### src/rtl/stb_pkg.sv
// shared types, constants and sizes for the software timer bank
package stb_pkg;

    localparam int NUM_TIMERS  = 16;
    localparam int COUNT_WIDTH = 32;
    localparam int MAX_RESULTS = 16;

    localparam int IDX_W  = (NUM_TIMERS > 1) ? $clog2(NUM_TIMERS) : 1;
    localparam int NREP_W = $clog2(MAX_RESULTS + 1);

    // fixed field widths of the ports
    localparam int OP_W     = 3;
    localparam int TIDX_W   = 4;
    localparam int IN_CNT_W = 32;
    localparam int KIND_W   = 2;
    localparam int TST_W    = 3;

    typedef logic [COUNT_WIDTH-1:0] cnt_t;

    typedef enum logic [OP_W-1:0] {
        OP_INIT    = 3'd0,
        OP_START   = 3'd1,
        OP_STOP    = 3'd2,
        OP_DESTROY = 3'd3,
        OP_TICK    = 3'd4
    } op_t;

    typedef enum logic [TST_W-1:0] {
        ST_UNUSED    = 3'd0,
        ST_CREATED   = 3'd1,
        ST_STARTED   = 3'd2,
        ST_STOPPED   = 3'd3,
        ST_DESTROYED = 3'd4
    } tstate_t;

    typedef enum logic [KIND_W-1:0] {
        KIND_ACK   = 2'd0,
        KIND_FIRED = 2'd1,
        KIND_IDLE  = 2'd2
    } kind_t;

    typedef struct packed {
        cnt_t    delay;
        cnt_t    period;
        cnt_t    count;
        logic    hard;
        tstate_t state;
    } entry_t;

    // delay, or the period when the delay is zero
    function automatic cnt_t load_value(cnt_t delay, cnt_t period);
        return (delay != '0) ? delay : period;
    endfunction

endpackage

### src/rtl/stb_ram.sv
// generic single-write, single-read ram with registered read data
module stb_ram #(
    parameter int WIDTH = 8,
    parameter int DEPTH = 16,
    parameter int AW    = (DEPTH > 1) ? $clog2(DEPTH) : 1
) (
    input  logic             clk,
    input  logic             we,
    input  logic [AW-1:0]    waddr,
    input  logic [WIDTH-1:0] wdata,
    input  logic             re,
    input  logic [AW-1:0]    raddr,
    output logic [WIDTH-1:0] rdata
);

    logic [WIDTH-1:0] mem [DEPTH];
    logic [WIDTH-1:0] rdata_reg;

    always_ff @(posedge clk)
    begin
        if (we)
        begin
            mem[waddr] <= wdata;
        end
        if (re)
        begin
            rdata_reg <= mem[raddr];
        end
    end

    assign rdata = rdata_reg;

endmodule

### src/rtl/software_timer_bank.sv
// bank of software timers: operations on one timer, ticks that walk the whole bank
//
// input channel (in_valid/in_ready) takes one word per operation: init, start,
// stop and destroy address one timer, tick serves the whole bank. the block
// works on one word at a time; in_ready is high only while it is idle.
// output channel (out_valid/out_ready) carries result words from one output
// register; last marks the final result of an input word.
// an operation gives one acknowledgement, registered once the output is free.
// a tick reads and updates each timer entry in the state ram and writes back
// those that take part, once for the hard class and once for the soft class,
// one entry at a time through the single ram read port (read, then update).
// fires go out hard first, then soft, each in ascending index; a tick with
// no fire gives one idle result.
// reset marks every entry as never written, so every timer reads as unused
// with zero counts; no clearing pass is needed.
// when the receiver stalls, the walk holds at the next reported fire (or the
// end of the tick) until the output register is taken.
module software_timer_bank
    import stb_pkg::*;
(
    input  logic                clk,
    input  logic                rst_n,
    input  logic                in_valid,
    output logic                in_ready,
    input  logic [OP_W-1:0]     operation,
    input  logic [TIDX_W-1:0]   timer_index,
    input  logic [IN_CNT_W-1:0] start_delay,
    input  logic [IN_CNT_W-1:0] period,
    input  logic                hard_mode,
    output logic                out_valid,
    input  logic                out_ready,
    output logic [KIND_W-1:0]   kind,
    output logic [TIDX_W-1:0]   fired_index,
    output logic [TST_W-1:0]    state_after,
    output logic                applied,
    output logic                last
);

    typedef enum logic [4:0] {
        S_IDLE = 5'b00001,
        S_EXEC = 5'b00010,
        S_TRD  = 5'b00100,
        S_TUPD = 5'b01000,
        S_TEND = 5'b10000
    } fsm_t;

    fsm_t state_reg, state_next;

    // latched input word
    logic [OP_W-1:0]   op_reg;
    logic [TIDX_W-1:0] idx_reg;
    cnt_t              delay_reg;
    cnt_t              period_reg;
    logic              hard_reg;

    // walk control
    logic [IDX_W-1:0]  t_reg, t_next;
    logic              cls_reg, cls_next;
    logic [NREP_W-1:0] nrep_reg, nrep_next;

    // fire held back until we know whether it is the last one
    logic              pend_vld_reg, pend_vld_next;
    logic [TIDX_W-1:0] pend_idx_reg, pend_idx_next;
    tstate_t           pend_st_reg, pend_st_next;

    // output register
    logic              out_valid_reg, out_valid_next;
    kind_t             kind_reg, kind_next;
    logic [TIDX_W-1:0] fidx_reg, fidx_next;
    tstate_t           st_reg, st_next;
    logic              applied_reg, applied_next;
    logic              last_reg, last_next;

    // entry valid bits stand in for a ram clear
    logic [NUM_TIMERS-1:0] vld_reg, vld_next;
    logic                  rd_vld_reg;

    logic             ram_we;
    logic [IDX_W-1:0] ram_waddr;
    entry_t           ram_wdata;
    logic             ram_re;
    logic [IDX_W-1:0] ram_raddr;
    logic [$bits(entry_t)-1:0] ram_q;

    entry_t ent;
    logic   can_load;
    logic   in_range_in;
    logic   in_range;
    logic   accept;

    // execution of a single-timer operation
    entry_t  op_ent;
    logic    op_applied;

    // tick update of one entry
    logic    t_part;
    logic    t_fire;
    cnt_t    t_dec;
    entry_t  t_ent;
    logic    t_report;
    logic    t_last;

    stb_ram #(
        .WIDTH ($bits(entry_t)),
        .DEPTH (NUM_TIMERS),
        .AW    (IDX_W)
    ) u_ram (
        .clk   (clk),
        .we    (ram_we),
        .waddr (ram_waddr),
        .wdata (ram_wdata),
        .re    (ram_re),
        .raddr (ram_raddr),
        .rdata (ram_q)
    );

    assign ent         = rd_vld_reg ? entry_t'(ram_q) : '0;
    assign can_load    = !out_valid_reg || out_ready;
    assign in_range_in = int'(timer_index) < NUM_TIMERS;
    assign in_range    = int'(idx_reg) < NUM_TIMERS;
    assign in_ready    = (state_reg == S_IDLE);
    assign accept      = in_valid && in_ready;

    // single-timer operation on the entry just read
    always_comb
    begin
        op_ent     = ent;
        op_applied = 1'b0;
        case (op_reg)
            OP_INIT:
            begin
                op_ent.delay  = delay_reg;
                op_ent.period = period_reg;
                op_ent.hard   = hard_reg;
                op_ent.count  = load_value(delay_reg, period_reg);
                op_ent.state  = ST_CREATED;
                op_applied    = 1'b1;
            end
            OP_START:
            begin
                if (ent.state == ST_CREATED || ent.state == ST_STOPPED)
                begin
                    op_ent.count = load_value(ent.delay, ent.period);
                    op_ent.state = ST_STARTED;
                    op_applied   = 1'b1;
                end
            end
            OP_STOP:
            begin
                if (ent.state == ST_STARTED)
                begin
                    op_ent.state = ST_STOPPED;
                    op_applied   = 1'b1;
                end
            end
            OP_DESTROY:
            begin
                if (ent.state != ST_DESTROYED)
                begin
                    op_ent.state = ST_DESTROYED;
                    op_applied   = 1'b1;
                end
            end
            default:
            begin
                op_applied = 1'b0;
            end
        endcase
    end

    // one tick step on the entry just read
    always_comb
    begin
        t_part = (ent.state == ST_STARTED) && (ent.hard == cls_reg);
        t_dec  = ent.count - cnt_t'(1);
        t_fire = (ent.count == '0) || (t_dec == '0);
        t_ent  = ent;
        if (t_fire && ent.period != '0)
        begin
            t_ent.count = ent.period;
        end
        else if (ent.count != '0)
        begin
            t_ent.count = t_dec;
        end
        if (t_fire && ent.period == '0)
        begin
            t_ent.state = ST_STOPPED;
        end
        t_report = nrep_reg < NREP_W'(MAX_RESULTS);
        t_last   = (t_reg == IDX_W'(NUM_TIMERS - 1));
    end

    always_comb
    begin
        state_next     = state_reg;
        t_next         = t_reg;
        cls_next       = cls_reg;
        nrep_next      = nrep_reg;
        pend_vld_next  = pend_vld_reg;
        pend_idx_next  = pend_idx_reg;
        pend_st_next   = pend_st_reg;
        out_valid_next = out_valid_reg && !out_ready;
        kind_next      = kind_reg;
        fidx_next      = fidx_reg;
        st_next        = st_reg;
        applied_next   = applied_reg;
        last_next      = last_reg;
        vld_next       = vld_reg;
        ram_we         = 1'b0;
        ram_waddr      = t_reg;
        ram_wdata      = t_ent;
        ram_re         = 1'b0;
        ram_raddr      = t_reg;

        unique case (state_reg)
            S_IDLE:
            begin
                if (accept)
                begin
                    if (operation == OP_TICK)
                    begin
                        t_next        = '0;
                        cls_next      = 1'b1;
                        nrep_next     = '0;
                        pend_vld_next = 1'b0;
                        state_next    = S_TRD;
                    end
                    else
                    begin
                        ram_re     = in_range_in;
                        ram_raddr  = IDX_W'(timer_index);
                        state_next = S_EXEC;
                    end
                end
            end
            S_EXEC:
            begin
                if (can_load)
                begin
                    out_valid_next = 1'b1;
                    kind_next      = KIND_ACK;
                    fidx_next      = idx_reg;
                    last_next      = 1'b1;
                    if (in_range)
                    begin
                        st_next      = op_ent.state;
                        applied_next = op_applied;
                        ram_we       = op_applied;
                        ram_waddr    = IDX_W'(idx_reg);
                        ram_wdata    = op_ent;
                        if (op_applied)
                        begin
                            vld_next[IDX_W'(idx_reg)] = 1'b1;
                        end
                    end
                    else
                    begin
                        st_next      = ST_UNUSED;
                        applied_next = 1'b0;
                    end
                    state_next = S_IDLE;
                end
            end
            S_TRD:
            begin
                ram_re     = 1'b1;
                state_next = S_TUPD;
            end
            S_TUPD:
            begin
                // a reported fire pushes the held one out first
                if (!(t_part && t_fire && t_report && pend_vld_reg && !can_load))
                begin
                    if (t_part)
                    begin
                        ram_we = 1'b1;
                        vld_next[t_reg] = 1'b1;
                    end
                    if (t_part && t_fire && t_report)
                    begin
                        if (pend_vld_reg)
                        begin
                            out_valid_next = 1'b1;
                            kind_next      = KIND_FIRED;
                            fidx_next      = pend_idx_reg;
                            st_next        = pend_st_reg;
                            applied_next   = 1'b1;
                            last_next      = 1'b0;
                        end
                        pend_vld_next = 1'b1;
                        pend_idx_next = TIDX_W'(t_reg);
                        pend_st_next  = t_ent.state;
                        nrep_next     = nrep_reg + NREP_W'(1);
                    end
                    if (t_last)
                    begin
                        t_next = '0;
                        if (cls_reg)
                        begin
                            cls_next   = 1'b0;
                            state_next = S_TRD;
                        end
                        else
                        begin
                            state_next = S_TEND;
                        end
                    end
                    else
                    begin
                        t_next     = t_reg + IDX_W'(1);
                        state_next = S_TRD;
                    end
                end
            end
            S_TEND:
            begin
                if (can_load)
                begin
                    out_valid_next = 1'b1;
                    last_next      = 1'b1;
                    if (pend_vld_reg)
                    begin
                        kind_next    = KIND_FIRED;
                        fidx_next    = pend_idx_reg;
                        st_next      = pend_st_reg;
                        applied_next = 1'b1;
                    end
                    else
                    begin
                        kind_next    = KIND_IDLE;
                        fidx_next    = '0;
                        st_next      = ST_UNUSED;
                        applied_next = 1'b0;
                    end
                    pend_vld_next = 1'b0;
                    state_next    = S_IDLE;
                end
            end
            default:
            begin
                state_next = S_IDLE;
            end
        endcase
    end

    always_ff @(posedge clk or negedge rst_n)
    begin
        if (!rst_n)
        begin
            state_reg     <= S_IDLE;
            t_reg         <= '0;
            cls_reg       <= 1'b0;
            nrep_reg      <= '0;
            pend_vld_reg  <= 1'b0;
            out_valid_reg <= 1'b0;
            vld_reg       <= '0;
            rd_vld_reg    <= 1'b0;
        end
        else
        begin
            state_reg     <= state_next;
            t_reg         <= t_next;
            cls_reg       <= cls_next;
            nrep_reg      <= nrep_next;
            pend_vld_reg  <= pend_vld_next;
            out_valid_reg <= out_valid_next;
            vld_reg       <= vld_next;
            if (ram_re)
            begin
                rd_vld_reg <= vld_reg[ram_raddr];
            end
        end
    end

    always_ff @(posedge clk)
    begin
        if (accept)
        begin
            op_reg     <= operation;
            idx_reg    <= timer_index;
            delay_reg  <= cnt_t'(start_delay);
            period_reg <= cnt_t'(period);
            hard_reg   <= hard_mode;
        end
        pend_idx_reg <= pend_idx_next;
        pend_st_reg  <= pend_st_next;
        kind_reg     <= kind_next;
        fidx_reg     <= fidx_next;
        st_reg       <= st_next;
        applied_reg  <= applied_next;
        last_reg     <= last_next;
    end

    assign out_valid   = out_valid_reg;
    assign kind        = kind_reg;
    assign fired_index = fidx_reg;
    assign state_after = st_reg;
    assign applied     = applied_reg;
    assign last        = last_reg;

endmodule
### config.mk
export PLATFORM = sky130hd
export DESIGN_NAME = software_timer_bank
export DESIGN_NICKNAME = d
export VERILOG_FILES = /design/src/rtl/stb_pkg.sv /design/src/rtl/stb_ram.sv /design/src/rtl/software_timer_bank.sv
export SDC_FILE = /design/constraint.sdc
export NUM_CORES = 2
export LEC_CHECK = 0
export BUFFER_PORTS_ARGS = -buffer_cell sky130_fd_sc_hd__buf_2
export CORE_AREA = 2 2 429 431
export DETAILED_ROUTE_END_ITERATION = 8
export DIE_AREA = 0 0 431 433
export GPL_ROUTABILITY_DRIVEN = 0
export PLACE_DENSITY = 0.62
export SETUP_SLACK_MARGIN = 0.15
export SLEW_MARGIN = 20
export SYNTH_ARGS = -nofsm -noshare
export SYNTH_HDL_FRONTEND = slang
export SYNTH_HIERARCHICAL = 1
export SYNTH_SLANG_ARGS = --single-unit
export TNS_END_PERCENT = 20
### constraint.sdc
create_clock -name clk -period 19 [get_ports clk]
set_input_delay 3.8 -clock clk [delete_from_list [all_inputs] [get_ports clk]]
set_output_delay 3.8 -clock clk [all_outputs]
set_load 0.005 [all_outputs]
==> metrics.txt <==
run status finished clean; most common flop cell mapped by yosys edfxtp_1; final max-slew violation count 0; Power, Total 10.6 mW; DRT Pass-1 Iters 6; internal power of the cells 7.74 mW; Final Skew 0.0584 ns; combined global-route utilization of all metal layers 0.208; number of warning messages in the yosys log 6; share of total power in combinational logic 0.165; antenna violations before repair 5; upper clock frequency limit 0.125 GHz; most used standard cells in the synthesized netlist 1790 x edfxtp_1, 400 x mux4_2, 331 x nand2_1, 210 x a22oi_1, 134 x clkbuf_1; shortest clock period the worst path allows after layout 8.00 ns; switching power share of the total 0.273; Post-Route WL 195000 um; average wire per standard cell 30.2 um; final period utilization 0.421; Avg Cell Area, Syn 19.3 um^2; RSZ-0062 raised after global routing no; Relative slew margins 0.184; area of all placed cells without fillers 82200 um^2; kind of cell adding the most delay to the critical path buffers and inverters; Skew-Pair Late Insertion Delay 0.84 ns; slowest CP cell buf_4; Resized cells post-CTS 0; number of stages on the worst hold path 2; number of fill cells 15200; setup slack of the worst register-to-register path 11.84 ns; crit-path most repeated cell buf_4; number of buffers and inverters on the critical path 4; max FFs per register 1600; total number of vias 38600; leakage power 25.2 nW; post-detailed-placement cell area 76000 um^2; maximum net fanout on the critical path 104; pin count of the biggest net entering global routing 141; post-layout util 0.451; hold buffers post-CTS 0; H-tree levels 4; final hold violations 0; post-DP HPWL 94900 um; worst-case hold path end point vld_reg[10]$_DFFE_PN0P_; drt drc 0; number of CTS-inserted buffers 185; Post-synth EDFFs 1790; number of cell instances on the worst register-to-register path 13; most frequent cell after synthesis edfxtp_1; arrival time at the worst endpoint 8.55 ns; source of the worst hold timing path vld_reg[10]$_DFFE_PN0P_; placed cells 6116; worst flop-to-flop path endpoint u_ram/mem[2][53]$_DFFE_PP_; global-route wire length before repair 278000 um; IR drop worst, VDD 97.1 uV; TNS Setup 0 ns; part of the total power dissipated in the clock network 0.341; Worst Path Required 19.55 ns; Crit path largest cell delay 0.90 ns; number of placement rows 157; Reg-to-Reg Start rd_vld_reg$_DFFE_PN0P_; share of layout cells above drive strength 1 0.232; synthesized netlist net count 3835; switching power 2.91 mW; number of max-cap violations 0; clock-pin slew of the registers on the worst-case setup and hold paths 0.06 ns; number of post-CTS setup repair buffers 0; Least-Margin Pin Slew 1.22 ns; relative area change from synthesis to final layout 13.7%; Max Buffers Root-to-Sink 3; clock tree from TritonCTS done; type of origin of the critical path primary input; cell area after synthesis 72300 um^2; number of instances in the synthesized netlist 3752; final layout net count 4003; Finished Layout Cells 6460; worst hold margin 0.472 ns; vias per inst 5.98; total of flip-flops plus latches after synthesis 1824; vertical die dimension 433 um; number of unique standard cell types used by synthesis 84; final-report setup violation count 0; Power Dens Cells 130 nW/um^2; portion of the post-synthesis area used by sequential elements 0.755; Placement Setup Slack 10.13 ns; initial detailed-routing violation count 5149; total number of clock tree sinks 1824; # IOs 89; horizontal die dimension 431 um; area taken by flip-flops and latches 54600 um^2; IO Port Bufs 88; Synth top area share 0.744; vias in the first global route 38500; area of the core region 182000 um^2; chain of cells forming the critical path buf_2, nor3b_1, nand3b_1, mux2i_1, inv_8, buf_4, buf_4, mux4_2, a22oi_1, nand2_1; initial standard-cell utilization of the core 0.397; power share of the sequential group 0.494; cell types with the largest area share after synthesis edfxtp_1 74%, mux4_2 12%, a22oi_1 2.2%; die footprint 187000 um^2; path class of the lowest-slack min-delay path reg -> reg; grt ovf 0; buffer cell driving the clock tree root clkbuf_16; remaining number of nets flagged by the antenna check after routing 0; ys async rst share 0.0186; endpoint type of the worst setup path flip-flop; Setup WS post-layout 11.00 ns; startpoint-to-endpoint class of the critical path in -> reg; combined area of the multi-input logic cells 16800 um^2; cell type with the largest total area after synthesis edfxtp_1
## cell families after synthesis
group	after synthesis	share of synthesized area
compound gates	598	0.0568
xor+xnor	14	0.00170
fa+ha+maj	7	0.00121
buf+inv	257	0.0168
flops	1824	0.755
mux	421	0.128
simple gates	631	0.0406
## routing by layer
| layer | vias to the layer above | track usage | share of wire |
|---|---|---|---|
| li1 | 15900 | - | - |
| met1 | 20400 | 0.291 | 0.40 |
| met2 | 1997 | 0.328 | 0.47 |
| met3 | 324 | 0.0326 | 0.091 |
| met4 | 0 | 0.0821 | 0.039 |
| met5 | - | 0 | 0 |
## layout make-up
| cell class | instances | area share |
|---|---|---|
| tap | 2385 | 0.0363 |
| clock inverter | 106 | 0.0141 |
| inverter | 21 | 0.00114 |
| multi-input combinational | 1671 | 0.204 |
| antenna | 4 | 0.000122 |
| clock buffer | 232 | 0.0595 |
| sequential | 1824 | 0.665 |
| timing repair buffer | 217 | 0.0203 |
## power groups by stage
stage	sequential [mW]	clock [mW]	combinational, mW
finish	5.26	3.63	1.75
global route	5.26	3.84	1.90
CTS	5.26	3.69	1.74
detailed placement	5.34	0	1.73
global placement	5.34	0	1.70
floorplan	5.19	0	1.16
## worst max-delay path by stage
stage	end	slack, ns	cells past startpoint	startpoint
6_report	u_ram/rdata[76]$_DFFE_PP_	11.00	10	operation[1]
5_1_grt	u_ram/rdata[31]$_DFFE_PP_	10.60	11	operation[1]
4_1_cts	u_ram/rdata[31]$_DFFE_PP_	10.97	11	operation[1]
3_5_place_dp	u_ram/rdata[97]$_DFFE_PP_	10.13	11	operation[1]
3_3_place_gp	u_ram/rdata[87]$_DFFE_PP_	10.19	11	operation[1]
2_1_floorplan	u_ram/mem[0][0]$_DFFE_PP_	6.28	8	out_ready
## placed cells by master (no fill, tap or decap), drive strengths merged, types with 13 or more instances in the layout
cell / count
o211ai: 17
or3: 13
nand3: 13
a22oi: 210
clkbuf: 232
a21oi: 86
mux2i: 18
nand4: 16
nor3: 24
buf: 217
a2111oi: 18
a221oi: 15
edfxtp: 1790
a31oi: 22
inv: 29
dfrtp: 33
clkinv: 74
bufinv: 20
a311oi: 13
o21ai: 114
a211oi: 24
nor4: 41
nand2: 331
o31ai: 21
nor3b: 18
nor2: 110
mux4: 400
## worst reg2reg max path, stage by stage (launching register included)
cell and delay, ns:
dfrtp_4 0.59, nand2_1 0.18, ha_1 0.70, nor4b_1 0.63, nand2_1 0.37, or4_1 0.48
and3_1 0.20, nand4_1 0.37, o31a_4 0.30, nor2_4 0.13, o21ai_0 0.34, or3b_2 0.62
nor2_4 0.89, buf_4 0.94
Note: power is estimated with default switching activity, not from simulation.
